[src/rtl/core/tiq_pkg.sv]
package tiq_pkg;

  // Field widths fixed by the item formats
  localparam int unsigned IdW   = 8;
  localparam int unsigned TimeW = 31;

  localparam logic [TimeW-1:0] TimeMax = {TimeW{1'b1}};

  typedef logic [IdW-1:0]   id_t;
  typedef logic [TimeW-1:0] time_t;
  typedef logic [4:0]       pend_t;

  typedef enum logic {
    OP_SCHEDULE = 1'b0,
    OP_CHECK    = 1'b1
  } op_e;

  typedef enum logic [1:0] {
    KIND_SCHEDULED = 2'd0,
    KIND_DROPPED   = 2'd1,
    KIND_FIRED     = 2'd2,
    KIND_NOTHING   = 2'd3
  } kind_e;

  typedef enum logic [1:0] {
    ST_IDLE,
    ST_SCHED,
    ST_WALK,
    ST_FINISH
  } state_e;

  typedef struct packed {
    op_e   operation;
    id_t   event_id;
    time_t delay;
    time_t current_time;
  } in_t;

  typedef struct packed {
    kind_e result_kind;
    id_t   fired_id;
    logic  last;
    pend_t pending_count;
  } out_t;

  // One stored list entry
  typedef struct packed {
    id_t   id;
    time_t due;
  } entry_t;

endpackage

[src/rtl/core/tiq_store.sv]
module tiq_store #(
  parameter int unsigned Depth = 16,
  parameter int unsigned AddrW = 4
) (
  input  logic                 clk_i,
  input  logic                 we_i,
  input  logic [AddrW-1:0]     waddr_i,
  input  tiq_pkg::entry_t      wdata_i,
  input  logic [AddrW-1:0]     raddr_i,
  output tiq_pkg::entry_t      rdata_o
);

  tiq_pkg::entry_t mem_q [Depth];
  tiq_pkg::entry_t rdata_q;

  // Write one entry
  always_ff @(posedge clk_i) begin
    if (we_i) begin
      mem_q[waddr_i] <= wdata_i;
    end
  end

  // Registered read
  always_ff @(posedge clk_i) begin
    rdata_q <= mem_q[raddr_i];
  end

  assign rdata_o = rdata_q;

endmodule

[src/rtl/core/timed_event_queue.sv]
// Schedule: busy_o is high for one cycle and the single result strobes in the next one.
// Check: one shared read port and due-time comparator walk the held entries, one per cycle.
// The last result of a check strobes as busy_o falls; no stall applies.
// Reset (asynchronous, active low) empties the list; entry storage is not cleared.
module timed_event_queue #(
  parameter int unsigned MAX_ENTRIES = 16
) (
  input  logic          clk_i,
  input  logic          rst_ni,
  input  logic          start_i,
  input  tiq_pkg::in_t  item_i,
  output logic          busy_o,
  output logic          result_valid_o,
  output tiq_pkg::out_t result_o
);

  localparam int unsigned AddrW = (MAX_ENTRIES > 1) ? $clog2(MAX_ENTRIES) : 1;
  localparam int unsigned CntW  = $clog2(MAX_ENTRIES + 1);
  localparam int unsigned TimeW_P1 = tiq_pkg::TimeW + 1;

  localparam logic [CntW-1:0] CntMax = CntW'(MAX_ENTRIES);
  localparam logic [CntW-1:0] CntOne = CntW'(1);

  tiq_pkg::state_e state_q, state_d;
  tiq_pkg::in_t    item_q, item_d;
  logic [CntW-1:0] count_q, count_d;
  logic [CntW-1:0] rd_idx_q, rd_idx_d;
  logic [CntW-1:0] kept_q, kept_d;
  logic [CntW-1:0] rem_q, rem_d;
  logic            rd_vld_q, rd_vld_d;
  logic            held_vld_q, held_vld_d;
  tiq_pkg::id_t    held_id_q, held_id_d;
  logic [CntW-1:0] held_rem_q, held_rem_d;
  logic            out_vld_q, out_vld_d;
  tiq_pkg::out_t   out_q, out_d;

  logic                 accept;
  logic                 mem_we;
  logic [AddrW-1:0]     mem_waddr;
  tiq_pkg::entry_t      mem_wdata;
  tiq_pkg::entry_t      mem_rdata;
  logic [TimeW_P1-1:0]  due_sum;
  tiq_pkg::time_t       due_sat;
  logic                 walk_done;

  assign accept = start_i && (state_q == tiq_pkg::ST_IDLE);
  assign busy_o = (state_q != tiq_pkg::ST_IDLE);

  // Due time, saturated at the largest time
  assign due_sum = {1'b0, item_q.current_time} + {1'b0, item_q.delay};
  assign due_sat = due_sum[TimeW_P1-1] ? tiq_pkg::TimeMax : due_sum[TimeW_P1-2:0];

  assign walk_done = (rd_idx_q == count_q) && !rd_vld_q;

  tiq_store #(
    .Depth (MAX_ENTRIES),
    .AddrW (AddrW)
  ) u_store (
    .clk_i   (clk_i),
    .we_i    (mem_we),
    .waddr_i (mem_waddr),
    .wdata_i (mem_wdata),
    .raddr_i (rd_idx_q[AddrW-1:0]),
    .rdata_o (mem_rdata)
  );

  // Next state
  always_comb begin
    state_d = state_q;
    case (state_q)
      tiq_pkg::ST_IDLE: begin
        if (accept) begin
          state_d = (item_i.operation == tiq_pkg::OP_CHECK) ? tiq_pkg::ST_WALK
                                                           : tiq_pkg::ST_SCHED;
        end
      end
      tiq_pkg::ST_SCHED:  state_d = tiq_pkg::ST_IDLE;
      tiq_pkg::ST_WALK: begin
        if (walk_done) begin
          state_d = tiq_pkg::ST_FINISH;
        end
      end
      tiq_pkg::ST_FINISH: state_d = tiq_pkg::ST_IDLE;
      default:            state_d = tiq_pkg::ST_IDLE;
    endcase
  end

  // Datapath and result outputs
  always_comb begin
    item_d     = item_q;
    count_d    = count_q;
    rd_idx_d   = rd_idx_q;
    kept_d     = kept_q;
    rem_d      = rem_q;
    rd_vld_d   = 1'b0;
    held_vld_d = held_vld_q;
    held_id_d  = held_id_q;
    held_rem_d = held_rem_q;
    out_vld_d  = 1'b0;
    out_d      = out_q;
    mem_we     = 1'b0;
    mem_waddr  = count_q[AddrW-1:0];
    mem_wdata  = '{id: item_q.event_id, due: due_sat};

    case (state_q)
      tiq_pkg::ST_IDLE: begin
        // Capture the item and arm the walk
        if (accept) begin
          item_d     = item_i;
          rd_idx_d   = '0;
          kept_d     = '0;
          rem_d      = count_q;
          held_vld_d = 1'b0;
        end
      end

      tiq_pkg::ST_SCHED: begin
        // Append the entry unless the list is full
        out_vld_d           = 1'b1;
        out_d.fired_id      = '0;
        out_d.last          = 1'b1;
        if (count_q < CntMax) begin
          mem_we              = 1'b1;
          count_d             = count_q + CntOne;
          out_d.result_kind   = tiq_pkg::KIND_SCHEDULED;
          out_d.pending_count = tiq_pkg::pend_t'(count_q + CntOne);
        end else begin
          out_d.result_kind   = tiq_pkg::KIND_DROPPED;
          out_d.pending_count = tiq_pkg::pend_t'(count_q);
        end
      end

      tiq_pkg::ST_WALK: begin
        // Issue the next read
        if (rd_idx_q != count_q) begin
          rd_idx_d = rd_idx_q + CntOne;
          rd_vld_d = 1'b1;
        end
        // Fire or compact the entry read last cycle
        if (rd_vld_q) begin
          if (mem_rdata.due <= item_q.current_time) begin
            rem_d      = rem_q - CntOne;
            held_vld_d = 1'b1;
            held_id_d  = mem_rdata.id;
            held_rem_d = rem_q - CntOne;
            // A later fire proves the held one is not the last
            if (held_vld_q) begin
              out_vld_d           = 1'b1;
              out_d.result_kind   = tiq_pkg::KIND_FIRED;
              out_d.fired_id      = held_id_q;
              out_d.last          = 1'b0;
              out_d.pending_count = tiq_pkg::pend_t'(held_rem_q);
            end
          end else begin
            mem_we    = 1'b1;
            mem_waddr = kept_q[AddrW-1:0];
            mem_wdata = mem_rdata;
            kept_d    = kept_q + CntOne;
          end
        end
      end

      tiq_pkg::ST_FINISH: begin
        // Close the walk: final fired result or nothing due
        count_d    = kept_q;
        out_vld_d  = 1'b1;
        out_d.last = 1'b1;
        if (held_vld_q) begin
          out_d.result_kind   = tiq_pkg::KIND_FIRED;
          out_d.fired_id      = held_id_q;
          out_d.pending_count = tiq_pkg::pend_t'(held_rem_q);
        end else begin
          out_d.result_kind   = tiq_pkg::KIND_NOTHING;
          out_d.fired_id      = '0;
          out_d.pending_count = tiq_pkg::pend_t'(count_q);
        end
        held_vld_d = 1'b0;
      end

      default: begin
        held_vld_d = 1'b0;
      end
    endcase
  end

  // Control state
  always_ff @(posedge clk_i or negedge rst_ni) begin
    if (!rst_ni) begin
      state_q    <= tiq_pkg::ST_IDLE;
      count_q    <= '0;
      rd_vld_q   <= 1'b0;
      held_vld_q <= 1'b0;
      out_vld_q  <= 1'b0;
    end else begin
      state_q    <= state_d;
      count_q    <= count_d;
      rd_vld_q   <= rd_vld_d;
      held_vld_q <= held_vld_d;
      out_vld_q  <= out_vld_d;
    end
  end

  // Payload registers
  always_ff @(posedge clk_i) begin
    item_q     <= item_d;
    rd_idx_q   <= rd_idx_d;
    kept_q     <= kept_d;
    rem_q      <= rem_d;
    held_id_q  <= held_id_d;
    held_rem_q <= held_rem_d;
    out_q      <= out_d;
  end

  assign result_valid_o = out_vld_q;
  assign result_o       = out_q;

endmodule
[config.mk]
export PLATFORM = sky130hd
export DESIGN_NAME = timed_event_queue
export DESIGN_NICKNAME = d
export VERILOG_FILES = /design/src/rtl/core/tiq_pkg.sv /design/src/rtl/core/tiq_store.sv /design/src/rtl/core/timed_event_queue.sv
export SDC_FILE = /design/constraint.sdc
export NUM_CORES = 1
export LEC_CHECK = 0
export ABC_CLOCK_PERIOD_IN_PS = 9400
export BUFFER_PORTS_ARGS = -buffer_cell sky130_fd_sc_hd__buf_2
export CAP_MARGIN = 30
export CORE_MARGIN = 5
export CORE_UTILIZATION = 40
export DETAILED_ROUTE_END_ITERATION = 12
export MAX_ROUTING_LAYER = met4
export PLACE_DENSITY = 0.55
export SKIP_LAST_GASP = 1
export SYNTH_ARGS = -nofsm -noshare
export SYNTH_HDL_FRONTEND = slang
export SYNTH_SLANG_ARGS = --single-unit
[constraint.sdc]
create_clock -name clk_i -period 9.4 [get_ports clk_i]
set_input_delay 0.94 -clock clk_i [delete_from_list [all_inputs] [get_ports clk_i]]
set_output_delay 0.94 -clock clk_i [all_outputs]
set_load 0.01 [all_outputs]
-- Word-level counts from Yosys, hierarchy flattened
Memories as Yosys holds them, arrays and structs flattened. A register that Yosys moved wholly into a read port is not among the register bits.
Index checks and enable logic that the tools add are counted.
W data, S select, Z words.
- register bits: 124
- bits in latches: 0
- bits in writable memories: 624
- ROM bits: 0
- input port bits: 74
- output and inout bits: 18
- logic and storage cells: 101
- memories: 1
- memory list (name ; words ; width ; read ports ; clocked after Yosys merged registers in ; wr ports ; line ; text):
    u_store.mem_q ; 16 ; 39 ; 1 ; 1 ; 1 ; tiq_store.sv:13 ; tiq_pkg::entry_t mem_q [Depth];
- add/sub/neg operators: 5
- $mul: 0
- div/mod/pow operators: 0
- order comparisons: 2
- eq/ne operators: 12
- shift-type cells: 0
- mux-type cells: 46
- bitwise logic cells: 0
- reduce and logical (&&, ||, !) cells: 18
- operators by type and width (operator ; count):
    $mux W39 ; 3
    $mux W16 ; 3
    $pmux W16 S3 ; 1
    $mux W5 ; 9
    $pmux W5 S2 ; 4
    $add A31 B31 Y32 ; 1
    $le A31 B31 Y1 ; 1
    $mux W31 ; 1
    $reduce_and A4 Y1 ; 4
    $add A5 B1 Y5 const B ; 3
    $mux W1 ; 14
    $ne A2 B2 Y1 const B ; 7
    $mux W4 ; 3
    $mux W9 ; 1
    $mux W2 ; 3
    $pmux W2 S3 ; 1
    $reduce_and A3 Y1 ; 2
    $reduce_bool A2 Y1 ; 3
    $reduce_bool A3 Y1 ; 2
    $eq A5 B5 Y1 ; 1
    $lt A5 B5 Y1 const B ; 1
    $ne A5 B5 Y1 ; 1
    $sub A5 B1 Y5 const B ; 1
    $eq A2 B2 Y1 const B ; 2
    other kinds (8) ; 11

-- Depth between registers and ports, before layout
Gate-level depths: netlist of the first run.
- depth in word-level cells: 6
- gate-level depth with buffers: 13

-- Hierarchy
From an unflattened synthesis of the first run, not the netlist that was laid out.
- cells, all modules: 1663
- area total of the unflattened synthesis: 31574.0 sq um
- by module, submodules not included (module ; times used ; cells an instance ; area each (sq um)):
    tiq_store ; 1 ; 1014 ; 24185.7
    timed_event_queue ; 1 ; 649 ; 7388.3

-- Worst setup path before layout of the first run
No wires, ideal clock.
- path type: reg-to-reg
- start point: register item_q[24] in the netlist's numbering
- end point: memory u_store.mem_q[12][0] in the netlist's numbering, enable pin
- data arrival time: 6.150 ns
- data required time: 8.857 ns
- setup slack: 2.707 ns
- cell stages (with the launch flop): 12
- clock period less this slack: 6.693 ns
- cells stage by stage: edfxtp_1 > inv_1 > ha_1 > nand3_1 > nor4_2 > nand4_1 > a31oi_1 > o22ai_1 > or2_1 > buf_4 > buf_2 > o41ai_1
- longest elaborated chain between the ends: 6
- elaborated cells between the ends (all ways): 9
- RTL lines (what ; line ; text):
    start: declaration ; timed_event_queue.sv:25 ; tiq_pkg::in_t item_q, item_d;
    start signal: assignment ; timed_event_queue.sv:205 ; item_q <= item_d;
    $le A31 B31 Y1 (*) ; timed_event_queue.sv:141 ; if (mem_rdata.due <= item_q.current_time) begin
    $mux W1 ; timed_event_queue.sv:141 ;
    $mux W1 ; timed_event_queue.sv:140 ; if (rd_vld_q) begin
    $pmux W1 S2 ; timed_event_queue.sv:105 ; case (state_q)
    $mux W1 ; tiq_store.sv:18 ; if (we_i) begin
    $mux W1 (implied by the code) ; tiq_store.sv:19 ; mem_q[waddr_i] <= wdata_i;
    end: declaration ; tiq_store.sv:13 ;
Every way passes the cells marked *; elsewhere a longest branch is shown, timed or not.

-- Worst setup path after layout of the first run
- start point: register item_q[24] in the netlist's numbering
- end point: memory u_store.mem_q[4][38] in the netlist's numbering, enable pin
The elaborated chain is that of the path after synthesis.

==> results.yml, run 1 <==
outcome:
  status: "finished, final reports clean"
worst_setup_path:
  rr_worst_depth: 11
  arrival_ns: 5.13
  cp_data_required_time_ns: 9.64
  crit_type: "reg2reg"
  crit_fanout: 40
  critPathLaunchType: "flip-flop"
  endpoint_kind: "flip-flop"
cells_and_area:
  drive_gt1_share_pct: 26.09
  fin_cells: 2951
  num_antenna_cells: 0
  fin_area_sq_um: 36740
  final_common_cell: "edfxtp_1"
  area_growth_pct: 15.17
  final_nets: 1983
  final_cell_mix: "738 x edfxtp_1, 195 x mux4_2, 91 x buf_2, 87 x clkbuf_16, 77 x a21oi_1"
  final_util_pct: 46.51
yosys:
  synthesis.nets: 1818
  synthDistinctLibCells: 57
  syn_inst: 1671
  syn_area_sq_um: 31900
  ys.flop_type: "edfxtp_1"
  synth_edf_count: 738
  synth_seq_area_share_pct: 72.69
  ys_ff_latch: 787
  yosys_warnings: 0
  syn_area_per_cell_sq_um: 19.09
  synth-async-reset-ratio_pct: 1.271
cts:
  clk_latency_ns: 0.63
  cts_root_buf: "clkbuf_16"
  clockBufferDepth: 3
  cts_num_sinks: 787
  post_cts_buffers: 0
  htree_levels: 3
  cts_resized: 0
  clkTransAtPathRegs_ns: 0.06
  ctsHoldBuffers: 0
  cts_made_buffers: 85
  cts_tree: "done"
floorplanning:
  ioPinCount: 92
  die-area_sq_um: 85510
  fp.dieH_microns: 292.4
  die_x_microns: 292.4
  initial_core_util_pct: 40.39
  design.core.area_sq_um: 79000
  core.rowCount: 103
sta:
  final-hold-violation-count: 0
  fin_crit_sh_pct: 52.02
  max_freq_mhz: 204.5
  tns_ns: 0
  tightest_slew_ns: 1.031
  finalMaxSlewViolations: 0
  skew_ns: 0.02657
  rsz0062_at_grt: "no"
  timing.slew.headroom_pct: 31.23
  fin_crit_ns: 4.889
  setup-violations-final: 0
grt:
  grt_remaining_overflow: 0
  grt_pass1_wl_microns: 113000
  gr-usage-all-layers_pct: 18.27
  grt_pass1_vias: 16980
  antenna_found_initial: 1
  grt_max_degree: 51
hold_path:
  worstHoldPathType: "in2async"
pwr:
  p_per_area_nw_per_um2: 317.3
  ir_worst_vdd_mv: 0.1588
  p_leak_uw: 0.01212
  total_power_uw: 11660
drt:
  detail-route-antenna-nets: 0
  dr.pass1.iters: 5
  num_vias: 16270
  drt_iter0_markers: 1316
  wl_per_cell_microns: 25.84
  wl_microns: 76250
  drc: 0
  viasPerCell: 5.512
placement:
  dp_cells: 2790
  port_buffers: 91
  place.gp.congestion: 0.8298
  dp_hpwl_microns: 43730
  placed_area_sq_um: 33980
flow_run:
  drv_cap: 0
final timing paths:
kind                       slack [ns]                        endpoint                         from
max                              4.51  u_store.mem_q[4][38]$_DFFE_PP_         item_q[24]$_DFFE_PP_
min                              0.18        result_valid_o$_DFF_PN0_                       rst_ni
max reg2reg                      4.51  u_store.mem_q[4][38]$_DFFE_PP_         item_q[24]$_DFFE_PP_
min reg2reg                      0.44          held_id_q[0]$_DFFE_PP_  u_store.rdata_o[31]$_DFF_P_
max in group asynchronous        9.02          count_q[1]$_DFFE_PN0N_                       rst_ni
min in group clk_i               0.44          held_id_q[0]$_DFFE_PP_  u_store.rdata_o[31]$_DFF_P_
cell type report:
cell class | instances | area (sq um)
sequential | 787 | 23190
timing repair buffer | 154 | 935.9
fill | 6608 | 42260
clock buffer | 119 | 2357
inverter | 53 | 198.9
multi-input combinational | 755 | 8406
tap | 1050 | 1314
clock inverter | 33 | 340.3
per-layer routing:
layer / vias to the layer above / global-route usage [%] / wire length, microns
li1: 7086 / - / -
met1: 8647 / 24.89 / 33670
met2: 420 / 29.20 / 37430
met3: 113 / 3.078 / 3499
met4: 0 / 4.422 / 1650
met5: - / - / 0
cell usage after synthesis (3+ instances only):
cell type,instances,area [sq um]
nor3_1,10,50.05
o31ai_1,12,90.09
dfxtp_1,39,780.8
nor2_1,67,251.5
nand2b_1,14,87.58
xor2_1,27,236.5
mux2i_1,10,100.1
mux4_2,195,4392
nand3b_1,3,22.52
o21ai_0,36,180.2
edfxtp_1,738,22160
a31oi_1,7,43.79
a21o_1,11,82.58
mux2_2,10,112.6
clkbuf_1,49,183.9
nand4_1,7,43.79
and2_1,13,81.33
buf_2,6,30.03
o41ai_1,5,43.79
o221ai_1,6,52.55
nand3_1,35,175.2
ha_1,72,900.9
nor2b_1,19,118.9
dfrtp_1,10,250.2
buf_1,18,67.56
buf_4,3,22.52
inv_1,53,198.9
a21oi_1,77,385.4
nand2_1,55,206.5
o211ai_1,8,60.06
a211oi_1,4,30.03
xnor2_1,19,166.4
cells by family (layout without fill, tap and decap cells):
family / after synthesis / count (layout) / share of synthesized area (%)
adders and majority gates: 73 / 73 / 2.886
buffers and inverters: 129 / 359 / 1.577
xor gates and xnor gates: 46 / 46 / 1.263
muxes: 215 / 215 / 14.43
AOI/OAI and AO/OA: 188 / 188 / 3.659
DFF: 787 / 787 / 72.69
and+or+nand+nor: 233 / 233 / 3.490
state kept, by name, indices dropped and copies added, names as in the netlist:
name             flops
held_rem_q           5
state_q              2
rd_idx_q             5
held_id_q            8
count_q              5
held_vld_q           1
kept_q               5
result_valid_o       1
item_q              70
u_store.rdata_o     39
u_store.mem_q      624
rd_vld_q             1
result_o            16
rem_q                5
worst max-delay path, stage by stage (launching register included):
cell and delay [ns]:
edfxtp_1 0.36, inv_1 0.05, ha_1 0.29, nand3_1 0.17, nor4_2 0.44, nand4_1 0.32
a31oi_1 0.29, o22ai_1 0.14, or2_4 0.47, buf_4 0.42, o41ai_2 0.79, buf_4 0.70
through the flow:
stage | hold WS [ns] | worst slack [ns]
finish | 0.1752 | 4.511
detailed placement | 0.4251 | 4.492
floorplan | 0.4044 | 2.707
CTS | 0.1406 | 4.478
global placement | 0.4290 | 4.492
global route | 0.1632 | 4.208
power breakdown:
group | leakage [uW] | internal [uW] | switching [uW]
combinational | 0.00371 | 1420 | 2010
sequential | 0.00709 | 4760 | 227
clock | 0.00132 | 1940 | 1310
total | 0.0121 | 8120 | 3540
(Power assumes the default switching activity.)
==> inputs of run 2 (changes only) <==
ABC_CLOCK_PERIOD_IN_PS = 4800   (was 9400)
clock period = 4.8 ns   (was 9.4 ns; I/O delays follow)
==> run 2 against run 1 <==
  * Sequential share of layout area decreased by 0.96 points
  * Sequential power rose by 97%
  * Largest cell class unchanged
  * Clock power is 98% higher
==> results.yml, run 2 (synthesized netlist as in run 1, its figures left out) <==
cells_and_area:
  num_antenna_cells: 0
  drive_gt1_share_pct: 27.01
  final_common_cell: "edfxtp_1"
  top_register: "u_store.mem_q"
  fin_cells: 2975
  largest_reg_flops: 624
  final_util_pct: 47.23
  final_cell_mix: "738 x edfxtp_1, 195 x mux4_2, 91 x buf_2, 87 x clkbuf_16, 77 x a21oi_1"
  seq_area_sq_um: 23190
  multi_input_area_sq_um: 8439
  area_growth_pct: 16.94
  final_nets: 2003
  fillers: 6594
pwr:
  p_per_area_nw_per_um2: 620.1
  clkPwrFrac_pct: 27.8
  p_int_uw: 16110
  pwr-share-comb_pct: 29.8
  p_leak_uw: 0.01236
  ir_worst_vdd_mv: 0.3966
  p_switching_uw: 7027
  total_power_uw: 23140
  switching_share_pct: 30.37
  pwr-share-seq_pct: 42.4
sta:
  rsz0062_at_grt: "no"
  finalMaxSlewViolations: 0
  final-hold-violation-count: 0
  setup-violations-final: 0
  skew_ns: 0.02606
  fin_crit_ns: 4.342
  fin_ws_ns: 0.4575
  timing.slew.headroom_pct: 31.60
  max_freq_mhz: 230.3
  tightest_slew_ns: 1.026
  tns_ns: 0
  fin_crit_sh_pct: 90.47
cts:
  clkTransAtPathRegs_ns: 0.06
  ctsHoldBuffers: 2
  cts_resized: 0
  cts_root_buf: "clkbuf_16"
  htree_levels: 3
  clockBufferDepth: 3
  cts_tree: "done"
  cts_made_buffers: 83
  clk_latency_ns: 0.62
  post_cts_buffers: 0
  cts_num_sinks: 787
drt:
  wl_per_cell_microns: 25.64
  dr.pass1.iters: 5
  wl_microns: 76290
  drt_iter0_markers: 1389
  detail-route-antenna-nets: 0
  num_vias: 16260
  viasPerCell: 5.464
  drc: 0
hold_path:
  worstHoldEndpoint: "item_q[22]$_DFFE_PP_"
  worstHoldPathType: "in2reg"
  whs_path_depth: 1
  hp-start: "item_i[22]"
floorplanning:
  fp.dieH_microns: 292.4
  design.core.area_sq_um: 79000
  die_x_microns: 292.4
  ioPinCount: 92
  initial_core_util_pct: 40.39
  core.rowCount: 103
  die-area_sq_um: 85510
worst_setup_path:
  cp_data_required_time_ns: 5.07
  critPathLaunchType: "flip-flop"
  timing.rr.end: "u_store.mem_q[8][17]$_DFFE_PP_"
  crit_slowest_cell: "a21oi_1"
  r2r-start: "item_q[22]$_DFFE_PP_"
  slowest_delay_ns: 0.78
  arrival_ns: 4.61
  rr_worst_depth: 12
  path_common_cell: "nand4_1"
  crit_chain: "inv_1 -> ha_1 -> nand4_1 -> nor4_2 -> nand4_1 -> a31oi_1 -> o22ai_1 -> or2_4 -> nand3_2 -> a31oi_4 -> buf_4 -> a21oi_1"
  crit_fanout: 16
  crit_type: "reg2reg"
  endpoint_kind: "flip-flop"
  regToRegSetupSlack_ns: 0.46
grt:
  antenna_found_initial: 0
  grt_pass1_wl_microns: 113400
  gr-usage-all-layers_pct: 18.36
  grt_remaining_overflow: 0
  grt_pass1_vias: 17010
  grt_max_degree: 54
placement:
  dp_cells: 2816
  port_buffers: 91
  dp_hpwl_microns: 46100
  place_ws_ns: 0.4814
  place.gp.congestion: 0.8197
flow_run:
  drv_cap: 0
outcome:
  status: "finished, final reports clean"
## run 2: cell type report
cell class / count / area share [%]
Clock inverter: 30 / 0.9390
Tap cell: 1050 / 3.521
Inverter: 53 / 0.5332
Timing Repair Buffer: 176 / 3.776
Clock buffer: 124 / 6.449
Sequential cell: 787 / 62.16
Multi-Input combinational cell: 755 / 22.62
## run 2: worst max path at each step
stage                         startpoint                             end  slack, ns  cells past startpoint
floorplan           item_q[24]$_DFFE_PP_  u_store.mem_q[11][0]$_DFFE_PP_      -0.78                     11
CTS                 item_q[22]$_DFFE_PP_   u_store.mem_q[0][7]$_DFFE_PP_       0.44                     12
global placement    item_q[30]$_DFFE_PP_  u_store.mem_q[6][10]$_DFFE_PP_       0.42                     10
detailed placement  item_q[22]$_DFFE_PP_  u_store.mem_q[15][7]$_DFFE_PP_       0.48                     12
global route        item_q[22]$_DFFE_PP_  u_store.mem_q[8][17]$_DFFE_PP_       0.24                     12
finish              item_q[22]$_DFFE_PP_  u_store.mem_q[8][17]$_DFFE_PP_       0.46                     12
## run 2: through the flow
step | cell area (sq um) | hold slack [ns]
final | 37310 | 0.03561
after global routing | 37310 | 0.004451
after CTS | 37290 | 0.00002159
after detailed placement | 34510 | 0.3572
after global placement | 34430 | 0.3563
after floorplan | 31930 | 0.1844
## run 2: worst max-delay path, delay by kind of cell (launching register included)
family	cells	cell delay [ns]
AO/OA/AOI/OAI	4	1.34
adder cells (fa/ha/maj)	1	0.31
buffers and inverters	2	0.32
flip-flops	1	0.35
AND/OR/NAND/NOR	5	1.65
## run 2: power groups by stage
stage	clock (uW)	sequential [uW]	combinational, uW
2_1_floorplan	0	9720	4700
3_3_place_gp	0	9960	6860
3_5_place_dp	0	9970	6970
4_1_cts	6590	9830	7000
5_1_grt	6900	9890	7530
6_report	6430	9810	6890
## run 2: layer usage
metal | part of all wire (%) | GRT usage (%) | up-vias
li1 | - | - | 7138
met1 | 42 | 24.34 | 8532
met2 | 50 | 30.12 | 461
met3 | 5.3 | 3.033 | 125
met4 | 2.3 | 4.468 | 0
met5 | 0 | - | -
